[src/hw/rtl/lrupr_pkg.sv]
// Package for the LRU page replacement block: widths, types and the
// control bundle that the top level hands to each recency cell.
// No dependencies; every other file uses it by scoped names.
`timescale 1ns / 1ps
`default_nettype none

package lrupr_pkg;

    // Number of recency cells (page frames) built into the block.
    localparam int FRAMES = 16;

    // Field widths fixed by the interface.
    localparam int PAGE_W  = 20;
    localparam int FC_W    = 5;
    localparam int FAULT_W = 32;

    // Occupancy counts 0..FRAMES; an index reaches FRAMES-1.
    localparam int OCC_W = $clog2(FRAMES + 1);
    localparam int IDX_W = (FRAMES > 1) ? $clog2(FRAMES) : 1;

    // Frame count after reset.
    localparam logic [FC_W-1:0] FC_RESET = FC_W'(16);

    typedef logic [PAGE_W-1:0]  page_t;
    typedef logic [OCC_W-1:0]   occ_t;
    typedef logic [FC_W-1:0]    fc_t;
    typedef logic [FAULT_W-1:0] fault_t;

    // Per-cell control from the top level for the current cycle.
    typedef struct packed {
        logic accept;  // an item is taken this cycle
        logic hit;     // the page was found somewhere in the row
        logic valid;   // this cell lies below the occupancy
        logic fill;    // on a miss this cell lies below the new occupancy
    } cell_ctrl_t;

endpackage

`default_nettype wire

[src/hw/rtl/lrupr_if.sv]
// Channel interfaces of the LRU page replacement block: the page reference
// channel and the result channel, each with valid/ready handshake.
// Depends on lrupr_pkg for the payload types.
`timescale 1ns / 1ps
`default_nettype none

interface lrupr_in_if;
    logic            valid;
    logic            ready;
    lrupr_pkg::page_t page_number;

    modport source (output valid, output page_number, input ready);
    modport sink   (input valid, input page_number, output ready);
endinterface

interface lrupr_out_if;
    logic             valid;
    logic             ready;
    logic             hit;
    logic             evicted_valid;
    lrupr_pkg::page_t  victim_page;
    lrupr_pkg::fault_t fault_count;

    modport source (output valid, output hit, output evicted_valid,
                    output victim_page, output fault_count, input ready);
    modport sink   (input valid, input hit, input evicted_valid,
                    input victim_page, input fault_count, output ready);
endinterface

`default_nettype wire

[src/hw/rtl/lru_page_replacement_top.sv]
// Top level of the LRU page replacement block: row of recency cells,
// occupancy and fault counters, frame count register and result register.
// Depends on lrupr_pkg, lrupr_if.sv and lrupr_cell.
`timescale 1ns / 1ps
`default_nettype none

// The block tracks up to FRAMES resident pages in recency order, the most
// recent in cell 0. Each page reference item yields one result item in the
// cycle after it is taken: hit flag, evicted page (zero when none) and the
// saturating fault total. One reference is taken every cycle while the
// result side keeps up; the figure is set by the parallel compare across
// all cells followed by the ripple that locates the match and steers the
// shift. The result register lets a new item in while the previous result
// is taken in the same cycle. frame_count must be written only while the
// block is idle; the block does not enforce it. Zero acts as one, values
// above FRAMES as FRAMES; lowering it below occupancy drops nothing at once.
module lru_page_replacement_top (
    input  wire                 clk,
    input  wire                 rst_n,
    input  wire                 cfg_we,
    input  wire lrupr_pkg::fc_t cfg_wdata,
    lrupr_in_if.sink            page_ref,
    lrupr_out_if.source         outcome
);

    localparam int N = lrupr_pkg::FRAMES;

    lrupr_pkg::fc_t    frame_count_reg;
    lrupr_pkg::occ_t   occ_reg;
    lrupr_pkg::occ_t   occ_next;
    lrupr_pkg::fault_t fault_total_reg;
    lrupr_pkg::fault_t fault_total_next;
    lrupr_pkg::occ_t   limit;

    logic              out_valid_reg;
    logic              hit_reg;
    logic              evicted_valid_reg;
    lrupr_pkg::page_t  victim_page_reg;
    lrupr_pkg::fault_t fault_count_reg;

    logic              accept;
    logic              hit;
    logic              evict;
    lrupr_pkg::page_t  victim_page;
    lrupr_pkg::occ_t   last_pos;

    lrupr_pkg::page_t  entries [N];
    lrupr_pkg::page_t  lefts   [N];
    logic [N:0]        seen;
    lrupr_pkg::cell_ctrl_t ctrls [N];

    // Input is taken whenever the result register is free or being emptied.
    assign page_ref.ready = !out_valid_reg || outcome.ready;
    assign accept         = page_ref.valid && page_ref.ready;

    // Frame count register.
    always_ff @(posedge clk or negedge rst_n)
    begin
        if (!rst_n)
        begin
            frame_count_reg <= lrupr_pkg::FC_RESET;
        end
        else if (cfg_we)
        begin
            frame_count_reg <= cfg_wdata;
        end
    end

    // Effective frame limit, clamped to 1..FRAMES.
    always_comb
    begin
        priority if (frame_count_reg == '0)
        begin
            limit = lrupr_pkg::OCC_W'(1);
        end
        else if (int'(frame_count_reg) > N)
        begin
            limit = lrupr_pkg::OCC_W'(N);
        end
        else
        begin
            limit = lrupr_pkg::OCC_W'(frame_count_reg);
        end
    end

    // Row of recency cells; cell 0 takes the new page, the others take
    // their left neighbour. The seen chain finds the first match.
    assign seen[0] = 1'b0;

    for (genvar i = 0; i < N; i++)
    begin : g_cell
        if (i == 0)
        begin : g_head
            assign lefts[i] = page_ref.page_number;
        end
        else
        begin : g_body
            assign lefts[i] = entries[i-1];
        end

        assign ctrls[i].accept = accept;
        assign ctrls[i].hit    = hit;
        assign ctrls[i].valid  = lrupr_pkg::OCC_W'(i) < occ_reg;
        assign ctrls[i].fill   = lrupr_pkg::OCC_W'(i) < occ_next;

        lrupr_cell u_cell (
            .clk         (clk),
            .ctrl        (ctrls[i]),
            .page_number (page_ref.page_number),
            .left_page   (lefts[i]),
            .seen_in     (seen[i]),
            .entry       (entries[i]),
            .seen_out    (seen[i+1])
        );
    end

    assign hit = seen[N];

    // Miss handling: evict the least recent page when the frames are full.
    assign evict    = !hit && (occ_reg >= limit) && (occ_reg != '0);
    assign last_pos = occ_reg - lrupr_pkg::OCC_W'(1);

    always_comb
    begin
        victim_page = '0;
        if (evict)
        begin
            victim_page = entries[last_pos[lrupr_pkg::IDX_W-1:0]];
        end
    end

    always_comb
    begin
        occ_next         = occ_reg;
        fault_total_next = fault_total_reg;
        if (!hit)
        begin
            if (!evict)
            begin
                occ_next = occ_reg + lrupr_pkg::OCC_W'(1);
            end
            if (fault_total_reg != '1)
            begin
                fault_total_next = fault_total_reg + lrupr_pkg::FAULT_W'(1);
            end
        end
    end

    // Occupancy and fault counters.
    always_ff @(posedge clk or negedge rst_n)
    begin
        if (!rst_n)
        begin
            occ_reg         <= '0;
            fault_total_reg <= '0;
        end
        else if (accept)
        begin
            occ_reg         <= occ_next;
            fault_total_reg <= fault_total_next;
        end
    end

    // Result register valid flag.
    always_ff @(posedge clk or negedge rst_n)
    begin
        if (!rst_n)
        begin
            out_valid_reg <= 1'b0;
        end
        else if (accept)
        begin
            out_valid_reg <= 1'b1;
        end
        else if (outcome.ready)
        begin
            out_valid_reg <= 1'b0;
        end
    end

    // Result register payload.
    always_ff @(posedge clk)
    begin
        if (accept)
        begin
            hit_reg           <= hit;
            evicted_valid_reg <= evict;
            victim_page_reg   <= victim_page;
            fault_count_reg   <= fault_total_next;
        end
    end

    assign outcome.valid         = out_valid_reg;
    assign outcome.hit           = hit_reg;
    assign outcome.evicted_valid = evicted_valid_reg;
    assign outcome.victim_page   = victim_page_reg;
    assign outcome.fault_count   = fault_count_reg;

endmodule

`default_nettype wire

[src/hw/rtl/lrupr_cell.sv]
// One recency cell: holds one resident page, compares it with the incoming
// reference and takes its left neighbour's page when the row shifts.
// Depends on lrupr_pkg.
`timescale 1ns / 1ps
`default_nettype none

module lrupr_cell (
    input  wire                        clk,
    input  wire lrupr_pkg::cell_ctrl_t ctrl,
    input  wire lrupr_pkg::page_t      page_number,
    input  wire lrupr_pkg::page_t      left_page,
    input  wire                        seen_in,
    output lrupr_pkg::page_t           entry,
    output logic                       seen_out
);

    lrupr_pkg::page_t entry_reg;
    lrupr_pkg::page_t entry_next;
    logic             shift;
    logic             match;

    // Only cells below the occupancy hold a resident page.
    assign match    = ctrl.valid && (entry_reg == page_number);
    assign seen_out = seen_in | match;

    // On a hit, cells up to and including the matching one shift right; on
    // a miss, every cell below the new occupancy does.
    always_comb
    begin
        if (ctrl.hit)
        begin
            shift = !seen_in;
        end
        else
        begin
            shift = ctrl.fill;
        end
        entry_next = (ctrl.accept && shift) ? left_page : entry_reg;
    end

    always_ff @(posedge clk)
    begin
        entry_reg <= entry_next;
    end

    assign entry = entry_reg;

endmodule

`default_nettype wire
[src/flat_wrapper.sv]
// flat-port wrapper written by rule: the top's interface ports become plain ports
module lru_page_replacement_top_flat 
  (clk, rst_n, cfg_we, cfg_wdata, page_ref_valid, page_ref_page_number, page_ref_ready, outcome_valid, outcome_hit, outcome_evicted_valid, outcome_victim_page, outcome_fault_count, outcome_ready);
  lrupr_in_if page_ref_i ();
  lrupr_out_if outcome_i ();
  input  wire clk;
  input  wire rst_n;
  input  wire cfg_we;
  input  wire lrupr_pkg::fc_t cfg_wdata;
  input wire logic [$bits(page_ref_i.valid)-1:0] page_ref_valid;
  input wire logic [$bits(page_ref_i.page_number)-1:0] page_ref_page_number;
  output wire logic [$bits(page_ref_i.ready)-1:0] page_ref_ready;
  output wire logic [$bits(outcome_i.valid)-1:0] outcome_valid;
  output wire logic [$bits(outcome_i.hit)-1:0] outcome_hit;
  output wire logic [$bits(outcome_i.evicted_valid)-1:0] outcome_evicted_valid;
  output wire logic [$bits(outcome_i.victim_page)-1:0] outcome_victim_page;
  output wire logic [$bits(outcome_i.fault_count)-1:0] outcome_fault_count;
  input wire logic [$bits(outcome_i.ready)-1:0] outcome_ready;
  assign page_ref_i.valid = page_ref_valid;
  assign page_ref_i.page_number = page_ref_page_number;
  assign page_ref_ready = page_ref_i.ready;
  assign outcome_valid = outcome_i.valid;
  assign outcome_hit = outcome_i.hit;
  assign outcome_evicted_valid = outcome_i.evicted_valid;
  assign outcome_victim_page = outcome_i.victim_page;
  assign outcome_fault_count = outcome_i.fault_count;
  assign outcome_i.ready = outcome_ready;
  lru_page_replacement_top u_core (.clk(clk), .rst_n(rst_n), .cfg_we(cfg_we), .cfg_wdata(cfg_wdata), .page_ref(page_ref_i), .outcome(outcome_i));
endmodule
[config.mk]
export PLATFORM = sky130hd
export DESIGN_NAME = lru_page_replacement_top_flat
export DESIGN_NICKNAME = d
export VERILOG_FILES = /design/src/hw/rtl/lrupr_pkg.sv /design/src/hw/rtl/lrupr_if.sv /design/src/hw/rtl/lru_page_replacement_top.sv /design/src/hw/rtl/lrupr_cell.sv /design/src/flat_wrapper.sv
export SDC_FILE = /design/constraint.sdc
export NUM_CORES = 1
export LEC_CHECK = 0
export ABC_AREA = 1
export BUFFER_PORTS_ARGS = -buffer_cell sky130_fd_sc_hd__buf_2
export CAP_MARGIN = 15
export CORE_UTILIZATION = 55
export DETAILED_ROUTE_END_ITERATION = 6
export GPL_TIMING_DRIVEN = 1
export PLACE_DENSITY = 0.74
export SLEW_MARGIN = 20
export SYNTH_ARGS = -nofsm -noshare
export SYNTH_HDL_FRONTEND = slang
export SYNTH_HIERARCHICAL = 1
export SYNTH_SLANG_ARGS = --single-unit
[constraint.sdc]
create_clock -name clk -period 11.6 [get_ports clk]
set_input_delay 1.74 -clock clk [delete_from_list [all_inputs] [get_ports clk]]
set_output_delay 1.74 -clock clk [all_outputs]
set_load 0.05 [all_outputs]
==> results by group <==
Global routing
  • Largest net degree at the start of global routing: 89
  • First-pass GRT wire length: 102000 um
  • Total congestion overflow: 0
  • GR Util All Layers: 0.286
  • Vias in the first global route: 19.6k
  • Initial antenna violation count: 0

Routing
  • Via count: 21.5k
  • First-pass DRT Iterations: 7
  • WL final: 65300 um
  • Top layer in use: met4
  • Metal3 WL: 5740 um
  • Detailed router's first-iteration violation count: 2528
  • Wirelength per Cell: 16.5 um
  • Antenna viol nets, final: 0
  • DRC viols: 2
  • Met2 wire len: 30300 um
  • DR vias/cell: 5.45
  • M1 WL: 27400 um

Finish
  • Layout cells sized above 1: 0.0666
  • Area delta synth->final: 9.66%
  • Commonest non-fill, non-tap cell in the layout: nand2_1
  • Number of diodes: 0
  • Core Util, Final: 0.611
  • Max FFs per register: 320
  • Final Net Count: 3364
  • Most frequent cells in the layout: 1132 x nand2_1, 595 x inv_1, 406 x nor2_1
  • Fillers: 3796

Clocking
  • CTS Sinks: 417
  • Max clock buf depth: 3
  • TritonCTS Buffers: 47
  • Clk root buf: clkbuf_16
  • # hold bufs at CTS: 0
  • CTS tree: done
  • Post-CTS Setup Bufs: 0
  • Post-cts sizing count: 0
  • Clock Latency Late Sink: 0.59 ns
  • H-Tree Depth: 2
  • Clock transition at path regs: 0.06 ns

Power
  • Clock power frac: 0.259
  • Logic pwr share: 0.370
  • Reg power frac: 0.371
  • Sw frac: 0.413
  • Maximum VDD drop: 191 uV
  • Leak: 13.2 nW
  • Internal cell power: 3.32 mW
  • Pwr dens: 209 nW/um^2
  • NetSw: 2.33 mW

Floorplanning
  • Die Height: 214 um
  • Die area: 45700 sq um
  • I/O pin count: 86
  • Core Region: 44200 sq um
  • Core Rows: 77
  • Die width: 214 um
  • Starting Density: 0.557

Yosys
  • Synth Flop Type: edfxtp_1
  • Mean post-synth cell area: 7.55 sq um
  • Yosys reg bits: 417
  • Gate Count Post-Synth: 3265
  • Post-synth EDFFs: 374
  • Synth unique cells: 49
  • YS warnings: 6
  • Synthesized area: 24600 sq um
  • Synth async-reset ratio: 0.103
  • Register area share after synthesis: 0.499

Run status
  • Status: finished with violations
  • Failing checks: design-rule violations

Place
  • Routability cong.: 0.899
  • I/O Buffers: 85
  • Final HPWL DP: 44400 um

Worst setup path
  • Critical path data arrival time: 8.30 ns
  • Crit path largest cell delay: 1.04 ns
  • Reg2Reg Setup Slack: 3.49 ns
  • CP most frequent cell: nand2_1
  • CP endpoint kind: flop
  • Required @ worst endpoint: 11.79 ns
  • CP Max Fanout: 88
  • Slowest CP cell: dfrtp_4
  • Setup CP Type: flop to flop
  • Startpoint Class: flop

Timing
  • Final setup fails: 0
  • Final hold violations: 0
  • Tmin final: 8.11 ns
  • Final Skew: 0.0174 ns
  • Least-Margin Pin Slew: 1.10 ns
  • Slew Limit Fails: 0
  • Total negative slack: 0 ns
  • Maximum clock rate: 123 MHz
  • Final worst path period share: 0.699
  • RSZ-0062 raised after global routing: false
  • Headroom to the max-slew limit: 0.263

Job
  • Max-cap violations: 0

Hold path
  • Hold Crit Class: flop to flop
-- cells by family (layout without fill, tap and decap cells) --
logic type	after synthesis	after routing	share of synthesized area
mux	1	1	0.000457
other cells	1	2	0.000152
buf+inv	694	790	0.109
flops	417	417	0.499
compound gates	380	380	0.0936
xor+xnor	28	28	0.0103
fa+ha+maj	9	9	0.00457
simple gates	1735	1735	0.283
-- metrics by stage --
step	hold slack, ns	instances	worst slack [ns]	instance area [sq um]	power (mW)
floorplan	0.444	3266	5.31	24600	3.48
global placement	0.451	3868	3.37	25500	4.08
detailed placement	0.454	3868	3.24	25500	4.13
CTS	0.466	3954	3.71	27000	5.60
global route	0.470	3954	2.79	27000	5.92
finish	0.469	3954	3.49	27000	5.65
-- cell usage after synthesis, types with 6 or more instances --
library cell	n	area, sq um
ha_1	9	113
inv_2	15	56.3
buf_2	30	150
nand2_1	1133	4250
or2_1	48	300
nand2_2	9	56.3
o21ai_0	210	1050
nor2_1	406	1520
a21oi_1	22	110
o22ai_1	39	244
nand3_2	6	60.1
o21ai_1	6	30.0
o211ai_1	39	293
inv_1	596	2240
xnor2_1	23	201
clkbuf_1	45	169
o221ai_1	41	359
edfxtp_1	374	11200
o211a_1	16	160
nand3_1	92	460
nor3_1	10	50.1
dfrtp_1	42	1050
-- cell type report --
| class | instances | area [sq um] | area share |
|---|---|---|---|
| Clock inverter | 24 | 190 | 0.00704 |
| Clock buffer | 62 | 1330 | 0.0490 |
| Tap cell | 592 | 741 | 0.0274 |
| Timing Repair Buffer | 93 | 488 | 0.0181 |
| Multi-Input combinational cell | 2155 | 9670 | 0.358 |
| Inverter | 611 | 2300 | 0.0850 |
| Sequential cell | 417 | 12300 | 0.456 |
-- final timing paths --
path | end | cells after the start | from
worst max-delay path | u_core/g_cell[14].u_cell/entry[9] | 46 | u_core/occ_reg[0]
worst min-delay path | u_core/g_cell[3].u_cell/entry[19] | 0 | u_core/g_cell[2].u_cell/entry[19]
worst max register to register | u_core/g_cell[14].u_cell/entry[9] | 46 | u_core/occ_reg[0]
worst min register to register | u_core/g_cell[3].u_cell/entry[19] | 0 | u_core/g_cell[2].u_cell/entry[19]
max in group asynchronous | u_core/occ_reg[0] | 1 | rst_n
min in group asynchronous | u_core/outcome.valid | 1 | rst_n
-- power groups by stage --
stage / Combinational, mW / Sequential [mW] / Clock, mW
global route: 2.26 / 2.12 / 1.54
floorplan: 1.35 / 2.14 / 0
detailed placement: 2.01 / 2.12 / 0
finish: 2.09 / 2.10 / 1.47
global placement: 1.97 / 2.11 / 0
CTS: 2.03 / 2.09 / 1.48
-- worst max-delay path, delay by kind of cell, from the launching register on --
family | cells | cell delay, ns
AOI/OAI and AO/OA | 3 | 1.48
DFF | 1 | 1.04
buffers and inverters | 17 | 2.11
and+or+nand+nor | 26 | 2.93
-- per-layer routing --
layer / up-vias / global-route usage
met5: - / 0
met4: 0 / 0.0948
met3: 115 / 0.0398
met2: 995 / 0.455
met1: 10100 / 0.405
li1: 10400 / -
Power figures use the tool's default switching activity.
